===== src/hw/rtl/pps_pkg.sv =====
// Shared types, codes and constants of the packet protocol and source statistics block.
package pps_pkg;

    localparam int TABLE_SLOTS_DEF = 10;
    localparam int TABLE_SLOTS_MAX = 64;
    localparam int IDX_W = $clog2(TABLE_SLOTS_MAX);

    localparam logic [15:0] ETH_IPV4 = 16'h0800;
    localparam logic [7:0] PROTO_TCP = 8'd6;
    localparam logic [7:0] PROTO_UDP = 8'd17;
    localparam logic [7:0] PROTO_ICMP = 8'd1;

    localparam logic CMD_COUNT = 1'b0;
    localparam logic CMD_READ = 1'b1;

    localparam logic [2:0] CLS_NONE = 3'd0;
    localparam logic [2:0] CLS_TCP = 3'd1;
    localparam logic [2:0] CLS_UDP = 3'd2;
    localparam logic [2:0] CLS_ICMP = 3'd3;
    localparam logic [2:0] CLS_OTHER = 3'd4;

    localparam logic [2:0] ST_NONE = 3'd0;
    localparam logic [2:0] ST_HIT = 3'd1;
    localparam logic [2:0] ST_INSERTED = 3'd2;
    localparam logic [2:0] ST_FULL = 3'd3;
    localparam logic [2:0] ST_READ = 3'd4;
    localparam logic [2:0] ST_EMPTY = 3'd5;

    typedef struct packed {
        logic        command;
        logic [15:0] frame_type;
        logic [7:0]  ip_protocol;
        logic [31:0] source_address;
        logic [3:0]  read_index;
    } t_in_word;

    typedef struct packed {
        logic [2:0]  packet_class;
        logic [2:0]  source_status;
        logic [3:0]  slot_index;
        logic [31:0] slot_address;
        logic [31:0] slot_count;
        logic [31:0] total_count;
        logic [31:0] tcp_count;
        logic [31:0] udp_count;
        logic [31:0] icmp_count;
        logic [3:0]  entries_used;
    } t_out_word;

    typedef struct packed {
        logic             valid;
        logic             cmd_read;
        logic             done;
        logic [2:0]       status;
        logic [IDX_W-1:0] sidx;
        logic [31:0]      saddr;
        logic [31:0]      scount;
        logic [31:0]      addr;
        logic [3:0]       rindex;
        logic [2:0]       pclass;
    } t_tok;

endpackage


===== src/hw/rtl/pps_chan.sv =====
// Valid/ready channel interface that carries one word per handshake.
interface pps_chan #(
    parameter type T = logic
);
    logic valid;
    logic ready;
    T     data;

    modport source (output valid, output data, input ready);
    modport sink (input valid, input data, output ready);
    modport mon (input valid, input data, input ready);
endinterface


===== src/hw/rtl/packet_protocol_and_source_stats.sv =====
// Top level: packet class counters and a chain of source table slots.
// A word is accepted only while no other word is in the chain.
// The lookup token passes through a register in each slot of the chain and then through the result register.
// A new word is not taken until the last one has walked through all the slots.
// Synchronous active-low reset clears the counters, the fill count and the chain control;
// table slots hold no valid data until written and are never read before that.
module packet_protocol_and_source_stats #(
    parameter int TABLE_SLOTS = pps_pkg::TABLE_SLOTS_DEF
) (
    input logic   i_clk,
    input logic   i_rst_n,
    pps_chan.sink   i_in,
    pps_chan.source o_out
);
    localparam int UW = $clog2(TABLE_SLOTS + 1);

    pps_pkg::t_tok     w_tok [TABLE_SLOTS+1];
    pps_pkg::t_tok     w_exit;
    pps_pkg::t_in_word w_in;
    pps_pkg::t_out_word r_out;
    logic              r_out_valid;
    logic              r_busy;
    logic [UW-1:0]     r_used;
    logic [UW-1:0]     n_used;
    logic [31:0]       r_total;
    logic [31:0]       r_tcp;
    logic [31:0]       r_udp;
    logic [31:0]       r_icmp;
    logic              w_acc;
    logic              w_ipv4;
    logic              w_read;
    logic [2:0]        w_class;
    logic [2:0]        w_status;
    logic [7:0]        w_sidx8;
    logic [7:0]        w_used8;

    assign w_in = i_in.data;
    assign i_in.ready = !r_busy && (!r_out_valid || o_out.ready);
    assign w_acc = i_in.valid && i_in.ready;
    assign w_read = w_in.command == pps_pkg::CMD_READ;
    assign w_ipv4 = w_in.frame_type == pps_pkg::ETH_IPV4;

    always_comb begin
        if (w_read || !w_ipv4) begin
            w_class = pps_pkg::CLS_NONE;
        end else begin
            unique case (w_in.ip_protocol)
                pps_pkg::PROTO_TCP:  w_class = pps_pkg::CLS_TCP;
                pps_pkg::PROTO_UDP:  w_class = pps_pkg::CLS_UDP;
                pps_pkg::PROTO_ICMP: w_class = pps_pkg::CLS_ICMP;
                default:             w_class = pps_pkg::CLS_OTHER;
            endcase
        end
    end

    always_comb begin
        w_tok[0] = '0;
        w_tok[0].valid = w_acc;
        w_tok[0].cmd_read = w_read;
        w_tok[0].done = !w_read && !w_ipv4;
        w_tok[0].status = pps_pkg::ST_NONE;
        w_tok[0].addr = w_in.source_address;
        w_tok[0].rindex = w_in.read_index;
        w_tok[0].pclass = w_class;
    end

    for (genvar g = 0; g < TABLE_SLOTS; g++) begin : g_cell
        pps_cell #(
            .IDX(g),
            .UW (UW)
        ) u_cell (
            .i_clk  (i_clk),
            .i_rst_n(i_rst_n),
            .i_used (r_used),
            .i_tok  (w_tok[g]),
            .o_tok  (w_tok[g+1])
        );
    end

    assign w_exit = w_tok[TABLE_SLOTS];
    assign n_used = r_used
        + UW'(w_exit.valid && w_exit.status == pps_pkg::ST_INSERTED);
    assign w_sidx8 = 8'(w_exit.sidx);
    assign w_used8 = 8'(n_used);

    always_comb begin
        if (w_exit.done) begin
            w_status = w_exit.status;
        end else if (w_exit.cmd_read) begin
            w_status = pps_pkg::ST_EMPTY;
        end else begin
            w_status = pps_pkg::ST_FULL;
        end
    end

    always_ff @(posedge i_clk) begin
        if (!i_rst_n) begin
            r_busy <= 1'b0;
            r_out_valid <= 1'b0;
            r_used <= '0;
            r_total <= '0;
            r_tcp <= '0;
            r_udp <= '0;
            r_icmp <= '0;
        end else begin
            if (w_acc) begin
                r_busy <= 1'b1;
            end else if (w_exit.valid) begin
                r_busy <= 1'b0;
            end
            if (w_exit.valid) begin
                r_out_valid <= 1'b1;
            end else if (o_out.ready) begin
                r_out_valid <= 1'b0;
            end
            r_used <= n_used;
            if (w_acc && !w_read) begin
                r_total <= r_total + 32'd1;
            end
            if (w_acc && w_class == pps_pkg::CLS_TCP) begin
                r_tcp <= r_tcp + 32'd1;
            end
            if (w_acc && w_class == pps_pkg::CLS_UDP) begin
                r_udp <= r_udp + 32'd1;
            end
            if (w_acc && w_class == pps_pkg::CLS_ICMP) begin
                r_icmp <= r_icmp + 32'd1;
            end
        end
    end

    always_ff @(posedge i_clk) begin
        if (w_exit.valid) begin
            r_out.packet_class <= w_exit.pclass;
            r_out.source_status <= w_status;
            r_out.slot_index <= w_sidx8[3:0];
            r_out.slot_address <= w_exit.saddr;
            r_out.slot_count <= w_exit.scount;
            r_out.total_count <= r_total;
            r_out.tcp_count <= r_tcp;
            r_out.udp_count <= r_udp;
            r_out.icmp_count <= r_icmp;
            r_out.entries_used <= w_used8[3:0];
        end
    end

    assign o_out.valid = r_out_valid;
    assign o_out.data = r_out;
endmodule


===== src/hw/rtl/pps_cell.sv =====
// One source table slot: holds an address and its count and passes the lookup token on.
module pps_cell #(
    parameter int IDX = 0,
    parameter int UW = 4
) (
    input  logic          i_clk,
    input  logic          i_rst_n,
    input  logic [UW-1:0] i_used,
    input  pps_pkg::t_tok i_tok,
    output pps_pkg::t_tok o_tok
);
    localparam logic [UW-1:0] C_IDX = UW'(IDX);

    pps_pkg::t_tok r_tok;
    pps_pkg::t_tok n_tok;
    logic [31:0]   r_addr;
    logic [31:0]   r_cnt;
    logic [31:0]   n_cnt;
    logic          n_wr;
    logic          w_occ;
    logic          w_rhit;

    assign w_occ = C_IDX < i_used;
    assign w_rhit = (8'(i_tok.rindex) == 8'(IDX)) && w_occ;

    always_comb begin
        n_tok = i_tok;
        n_wr = 1'b0;
        n_cnt = r_cnt + 32'd1;
        if (i_tok.valid && !i_tok.done) begin
            if (i_tok.cmd_read) begin
                if (w_rhit) begin
                    n_tok.done = 1'b1;
                    n_tok.status = pps_pkg::ST_READ;
                    n_tok.sidx = pps_pkg::IDX_W'(IDX);
                    n_tok.saddr = r_addr;
                    n_tok.scount = r_cnt;
                end
            end else if (w_occ && r_addr == i_tok.addr) begin
                n_wr = 1'b1;
                n_tok.done = 1'b1;
                n_tok.status = pps_pkg::ST_HIT;
                n_tok.sidx = pps_pkg::IDX_W'(IDX);
                n_tok.saddr = i_tok.addr;
                n_tok.scount = n_cnt;
            end else if (C_IDX == i_used) begin
                n_wr = 1'b1;
                n_cnt = 32'd1;
                n_tok.done = 1'b1;
                n_tok.status = pps_pkg::ST_INSERTED;
                n_tok.sidx = pps_pkg::IDX_W'(IDX);
                n_tok.saddr = i_tok.addr;
                n_tok.scount = 32'd1;
            end
        end
    end

    always_ff @(posedge i_clk) begin
        if (!i_rst_n) begin
            r_tok <= '0;
        end else begin
            r_tok <= n_tok;
        end
    end

    always_ff @(posedge i_clk) begin
        if (n_wr) begin
            r_addr <= i_tok.addr;
            r_cnt <= n_cnt;
        end
    end

    assign o_tok = r_tok;
endmodule


===== src/flat_wrapper.sv =====
// flat-port wrapper written by rule: the top's interface ports become plain ports
module packet_protocol_and_source_stats_flat 
#(
    parameter int TABLE_SLOTS = pps_pkg::TABLE_SLOTS_DEF
)
  (i_clk, i_rst_n, i_in_valid, i_in_data, i_in_ready, o_out_valid, o_out_data, o_out_ready);
  pps_chan i_in_i ();
  pps_chan o_out_i ();
  input logic i_clk;
  input logic i_rst_n;
  input wire logic [$bits(i_in_i.valid)-1:0] i_in_valid;
  input wire logic [$bits(i_in_i.data)-1:0] i_in_data;
  output wire logic [$bits(i_in_i.ready)-1:0] i_in_ready;
  output wire logic [$bits(o_out_i.valid)-1:0] o_out_valid;
  output wire logic [$bits(o_out_i.data)-1:0] o_out_data;
  input wire logic [$bits(o_out_i.ready)-1:0] o_out_ready;
  assign i_in_i.valid = i_in_valid;
  assign i_in_i.data = i_in_data;
  assign i_in_ready = i_in_i.ready;
  assign o_out_valid = o_out_i.valid;
  assign o_out_data = o_out_i.data;
  assign o_out_i.ready = o_out_ready;
  packet_protocol_and_source_stats #(.TABLE_SLOTS(TABLE_SLOTS)) u_core (.i_clk(i_clk), .i_rst_n(i_rst_n), .i_in(i_in_i), .o_out(o_out_i));
endmodule

===== config.mk =====
export PLATFORM = sky130hd
export DESIGN_NAME = packet_protocol_and_source_stats_flat
export DESIGN_NICKNAME = d
export VERILOG_FILES = /design/src/hw/rtl/pps_pkg.sv /design/src/hw/rtl/pps_chan.sv /design/src/hw/rtl/packet_protocol_and_source_stats.sv /design/src/hw/rtl/pps_cell.sv /design/src/flat_wrapper.sv
export SDC_FILE = /design/constraint.sdc
export NUM_CORES = 1
export LEC_CHECK = 0
export ABC_CLOCK_PERIOD_IN_PS = 14150
export BUFFER_PORTS_ARGS = -buffer_cell sky130_fd_sc_hd__buf_2
export CAP_MARGIN = 40
export CORE_MARGIN = 3
export CORE_UTILIZATION = 30
export DETAILED_ROUTE_END_ITERATION = 8
export REMOVE_ABC_BUFFERS = 1
export SYNTH_ARGS = -nofsm -noshare
export SYNTH_HDL_FRONTEND = slang
export SYNTH_HIERARCHICAL = 1
export SYNTH_SLANG_ARGS = --single-unit
export TNS_END_PERCENT = 20

===== constraint.sdc =====
create_clock -name i_clk -period 14.15 [get_ports i_clk]
set_input_delay 2.1225 -clock i_clk [delete_from_list [all_inputs] [get_ports i_clk]]
set_output_delay 2.1225 -clock i_clk [all_outputs]
set_load 0.02 [all_outputs]

Yosys cells after proc, flatten, opt, wreduce, memory -nomap -nowiden
Cells that the tools add are included.
{"block": "word_totals", "input_bits": 5, "n_memories": 0, "regBits": 1595, "latchBits": 0, "rom_bits": 0, "output_inout_bits": 3, "word_cells": 319, "ram_bits": 0}
{"block": "op_classes", "eq_ne": 28, "div": 0, "addsub": 10, "multipliers": 0, "reduce_logical": 44, "n_mux": 122, "bitwise": 0, "magnitude_cmp": 9, "shifts": 0}
{"op": "74-bit two-way mux", "count": 40}
{"op": "32-bit two-way mux", "count": 36}
{"op": "73-bit two-way mux", "count": 5}
{"op": "32-bit by 1-bit adder with 32-bit output, second input constant", "count": 9}
{"op": "32-bit equality test", "count": 9}
{"op": "113-bit two-way mux", "count": 1}
{"op": "1-bit two-way mux", "count": 40}
{"op": "1-bit logical AND", "count": 30}
{"op": "3-bit by 4-bit equality test with 1-bit output, first input constant", "count": 4}
{"op": "4-bit by 3-bit equality test with 1-bit output, second input constant", "count": 4}
{"op": "3-bit by 4-bit less-than comparator with 1-bit output, first input constant", "count": 4}
{"op": "1-bit zero test", "count": 11}
{"op": "2-bit by 4-bit equality test with 1-bit output, first input constant", "count": 2}
{"op": "4-bit by 2-bit equality test with 1-bit output, second input constant", "count": 2}
{"op": "4-bit equality test, first input constant", "count": 2}
{"op": "4-bit equality test, second input constant", "count": 2}
{"op": "2-bit by 4-bit less-than comparator with 1-bit output, first input constant", "count": 2}
{"op": "4-bit less-than comparator, first input constant", "count": 2}
{"op": "4-bit by 1-bit adder with 4-bit output", "count": 1}
{"op": "1-bit by 4-bit equality test with 1-bit output, first input constant", "count": 1}
{"op": "4-bit by 1-bit equality test with 1-bit output, second input constant", "count": 1}
{"op": "1-bit by 4-bit less-than comparator with 1-bit output, first input constant", "count": 1}
{"op": "2-bit nonzero test", "count": 2}
{"op": "3-bit by 2-bit equality test with 1-bit output, second input constant", "count": 1}
{"op": "1-bit logical OR", "count": 1}

Logic depth before layout (Yosys ltp)
{"block": "logic_depth", "word_depth": 5, "ltp_mapped": 10, "ltp_nobuf": 7}

Hierarchy
Netlist, hierarchy kept.
{"mod": "pps_cell (u_core.g_cell[6].u_cell)", "area_per_inst_um2": 9308.9, "instances": 1, "cells_each": 1040, "seq_area_each_um2": 4224.1}
{"mod": "pps_cell (u_core.g_cell[8].u_cell)", "area_per_inst_um2": 9100.0, "instances": 1, "cells_each": 1033, "seq_area_each_um2": 4224.1}
{"mod": "pps_cell (u_core.g_cell[3].u_cell)", "area_per_inst_um2": 9049.9, "instances": 1, "cells_each": 928, "seq_area_each_um2": 4224.1}
{"mod": "pps_cell (u_core.g_cell[9].u_cell)", "area_per_inst_um2": 9037.4, "instances": 1, "cells_each": 1030, "seq_area_each_um2": 4224.1}
{"mod": "pps_cell (u_core.g_cell[7].u_cell)", "area_per_inst_um2": 9016.1, "instances": 1, "cells_each": 1024, "seq_area_each_um2": 4224.1}
{"mod": "pps_cell (u_core.g_cell[5].u_cell)", "area_per_inst_um2": 9012.4, "instances": 1, "cells_each": 1025, "seq_area_each_um2": 4224.1}
{"mod": "pps_cell (u_core.g_cell[4].u_cell)", "area_per_inst_um2": 9004.9, "instances": 1, "cells_each": 969, "seq_area_each_um2": 4224.1}
{"mod": "pps_cell (u_core.g_cell[1].u_cell)", "area_per_inst_um2": 8805.9, "instances": 1, "cells_each": 962, "seq_area_each_um2": 4224.1}
{"mod": "pps_cell (u_core.g_cell[2].u_cell)", "area_per_inst_um2": 8788.4, "instances": 1, "cells_each": 980, "seq_area_each_um2": 4224.1}
{"mod": "pps_cell (u_core.g_cell[0].u_cell)", "area_per_inst_um2": 8076.5, "instances": 1, "cells_each": 811, "seq_area_each_um2": 4224.1}
{"mod": "packet_protocol_and_source_stats", "area_per_inst_um2": 291.5, "instances": 1, "cells_each": 25, "seq_area_each_um2": 150.1}

Least setup slack after synthesis
OpenSTA, ideal clock, no wires.
{"block": "synth_path", "path_kind": "reg2reg", "start": "register u_core.g_cell[6].u_cell.r_addr[29]", "end": "register u_core.g_cell[6].u_cell.r_addr[0], enable pin", "arrival_time_ns": 6.132, "required_ns": 13.586, "period_less_slack_ns": 6.696, "path_slack_ns": 7.454, "n_path_buf": 3, "stages_incl_launch_ff": 9, "cell_sequence": "edfxtp_1 xor2_1 nor4_1 nand3_1 o31a_1 buf_6 clkbuf_1 clkbuf_1 nor3_1"}
{"block": "synth_between", "elab_chain_len": 5}
{"element": "start, declared", "line_no": "pps_cell.sv:16", "text": "logic [31:0] r_addr;"}
{"element": "start signal, assigned", "line_no": "pps_cell.sv:68", "text": "r_addr <= i_tok.addr;"}
{"element": "32-bit equality test", "line_no": "pps_cell.sv:39", "text": "end else if (w_occ && r_addr == i_tok.addr) begin"}
{"element": "1-bit logical AND", "line_no": "pps_cell.sv:39"}
{"element": "1-bit two-way mux", "line_no": "pps_cell.sv:39"}
{"element": "1-bit two-way mux", "line_no": "pps_cell.sv:31", "text": "if (i_tok.cmd_read) begin"}
{"element": "1-bit two-way mux", "line_no": "pps_cell.sv:30", "text": "if (i_tok.valid && !i_tok.done) begin"}
{"element": "named net u_core.g_cell[6].u_cell.n_wr", "line_no": "pps_cell.sv:19", "text": "logic n_wr;"}
The timed path passes the listed nets, and every way through them passes these cells.
A chain may end at the register's enable or synchronous reset.

Worst setup path after layout
{"block": "layout_path", "start": "input o_out_ready", "end": "output i_in_ready"}
{"block": "layout_between", "elab_chain_len": 2}
{"element": "start, declared", "line_no": "flat_wrapper.sv:16", "text": "input wire logic [$bits(o_out_i.ready)-1:0] o_out_ready;"}
{"element": "1-bit logical OR", "line_no": "packet_protocol_and_source_stats.sv:38", "text": "assign i_in.ready = !r_busy && (!r_out_valid || o_out.ready);"}
{"element": "1-bit logical AND", "line_no": "packet_protocol_and_source_stats.sv:38"}
{"element": "end, declared", "line_no": "flat_wrapper.sv:13", "text": "output wire logic [$bits(i_in_i.ready)-1:0] i_in_ready;"}
Every way passes these cells.

==> metrics <==
combinational power share under 10%; Tot Pwr ~0.0040 W; initial drt markers 619; post-CTS setup buffer count 0; Final Cell Area about 29000 µm²; DP Area ~27000 µm²; clock slew seen by the registers of the worst setup and hold paths roughly 60 ps; CP max stage delay 150 ps; total core area about 86000 µm²; aggregate global-route resource usage slightly above 9%; I/O Pins 8; layout cell share with drive strength beyond 1 8.12%; Sequential cell area about 17000 µm²; outcome finished clean; GP Congestion just under 0.8; Leak between 10 and 15 nW; GR Overflow Total 0; clock share of power between 40 and 50%; Ys Warns 6; # port buffers 7; TNS Setup 0 ps; slowest stage cell on the critical path buf_2; HPWL Detailed about 29000 µm; clk_lat worst skew 590 ps; mapped cell area roughly 26000 µm²; period utilization roughly a third; clock tree root driver cell clkbuf_16; CTS tree built; clock skew 23.2 ps; Psw between 0.0007 and 0.0008 W; P_int 0.00324 W; cell count after synthesis roughly 2000; Final min period ~4700 ps; R2R cell count 7; area growth from synthesis to final layout 13.0%; Final nets 2020; Slew @ Worst Pin between 900 and 1000 ps; via count 12900; Crit. End Element primary output; CP Cell Sequence buf_2 > nor2b_4 > nor2_1 > buf_2; multi-input logic area about 8000 µm²; WP data arrival 2560 ps; H-tree depth 3; Hold Vio Cnt, Final 0; slew margin rel. 35.9%; Power per Cell Area ~140 nW/µm²; max-cap violation count 0; Final ANT Viol Nets 0; # rows 107; initial antenna violation count 0; # DRC 0; # fillers roughly 8300; Avg Vias per Cell between 3 and 4; crit-path max FO 3; per-cell routed wire length ~13 µm; kind of critical path in2out; syn_area_per_cell roughly 13 µm²; clock buffer depth 3; Worst Path Required between 10000 and 15000 ps; vias in the first global route about 13000; hold path depth 0; startpoint types input pin; Sink Count 709; sequential power share a little over half; hold crit path type reg2reg; endpoints failing setup 0; VDD IR-drop max 0.0000806 V; largest net degree at the start of global routing 130; Pins Over Slew Limit 0; Die Height around 300 µm; DRT Wirelength between 40000 and 50000 µm; post_cts resized 0; Die Area roughly 90000 µm²; Critical Path Most Common Cell buf_2; f_max ~210 MHz; DIE WIDTH ~300 µm; sw frac between 10% and 20%; First-pass DRT Iterations 6; # hold bufs at CTS 0; global-route wire length before repair about 67000 µm; TritonCTS buffer count 70; unrepaired setup endpoints after global routing no; Initial Util between 30% and 40%
## cells in the final DEF (no fill, tap or decap), drive strengths merged, types with 3 or more instances in the layout
| cell | instances |
|---|---|
| nor2b | 18 |
| xor2 | 121 |
| o21a | 8 |
| buf | 22 |
| nand2b | 18 |
| a31oi | 6 |
| nand4b | 4 |
| nand4bb | 3 |
| bufinv | 4 |
| clkinv | 19 |
| nor4 | 41 |
| a21oi | 27 |
| nor2 | 39 |
| and3 | 10 |
| edfxtp | 321 |
| and2 | 356 |
| conb | 110 |
| xnor2 | 202 |
| inv | 13 |
| o211ai | 3 |
| nor4bb | 4 |
| a22oi | 6 |
| nand3 | 25 |
| dfxtp | 388 |
| nor3b | 3 |
| clkbuf | 103 |
| or4 | 7 |
| nor3 | 21 |
| nand2 | 46 |
| a21boi | 10 |
| nand4 | 53 |
| o21ai | 31 |
## final timing paths
| kind | start | to | slack (ps) |
|---|---|---|---|
| max | o_out_ready | i_in_ready | 9470 |
| min | u_core/g_cell[8].u_cell/o_tok[18]$_SDFF_PN0_ | u_core/g_cell[9].u_cell/r_addr[11]$_DFFE_PP_ | 430 |
| max reg2reg | u_core/r_used[1]$_SDFF_PN0_ | u_core/g_cell[5].u_cell/r_addr[22]$_DFFE_PP_ | 11170 |
| min reg2reg | u_core/g_cell[8].u_cell/o_tok[18]$_SDFF_PN0_ | u_core/g_cell[9].u_cell/r_addr[11]$_DFFE_PP_ | 430 |
## metal layers
layer  part of all wire, %  global-route usage, %  vias up
met5                     0                      0        -
li1                      -                      -     6588
met4                   3.2                   3.94        0
met3                   3.7                   2.13       95
met1                    44                   11.1     5971
met2                    49                   15.6      203
## power groups by stage
stage               sequential [W]  clock, W  combinational [W]
floorplan                  0.00221         0          0.0000439
global placement           0.00221         0          0.0000642
detailed placement         0.00222         0          0.0000667
CTS                        0.00217   0.00186          0.0000670
global route               0.00217   0.00194          0.0000771
finish                     0.00217   0.00180          0.0000673
## registers in the layout, indices dropped and copies added (netlist names)
register / cells
u_core/g_cell.u_cell/r_addr: 320
u_core/o_out.data: 1
u_core/r_busy: 1
u_core/o_out.valid: 1
u_core/g_cell.u_cell/o_tok: 382
u_core/r_used: 4
## worst max-delay path: cells and delay by family
| kind | cells | cell delay, ps |
|---|---|---|
| buffers and inverters | 2 | 260 |
| AND/OR/NAND/NOR | 2 | 170 |
## area by class of cell
type,count,area share [%]
sequential,709,59.1
multi-input combinational,1198,27.3
clock buffer,102,6.81
tap,1144,4.86
clock inverter,27,0.922
timing repair buffer,23,0.846
inverter,11,0.140
antenna,2,0.0170
## stage by stage
| step | hold slack, ps | utilization, % | worst slack (ps) | cells |
|---|---|---|---|---|
| detailed placement | 435 | 31.7 | 9470 | 3085 |
| finish | 434 | 34.4 | 9470 | 3216 |
| global placement | 431 | 31.6 | 9440 | 3080 |
| global route | 439 | 34.4 | 9440 | 3214 |
| floorplan | 420 | - | 9600 | 1918 |
| CTS | 432 | 34.4 | 9470 | 3214 |
Power figures use the tool's default switching activity.
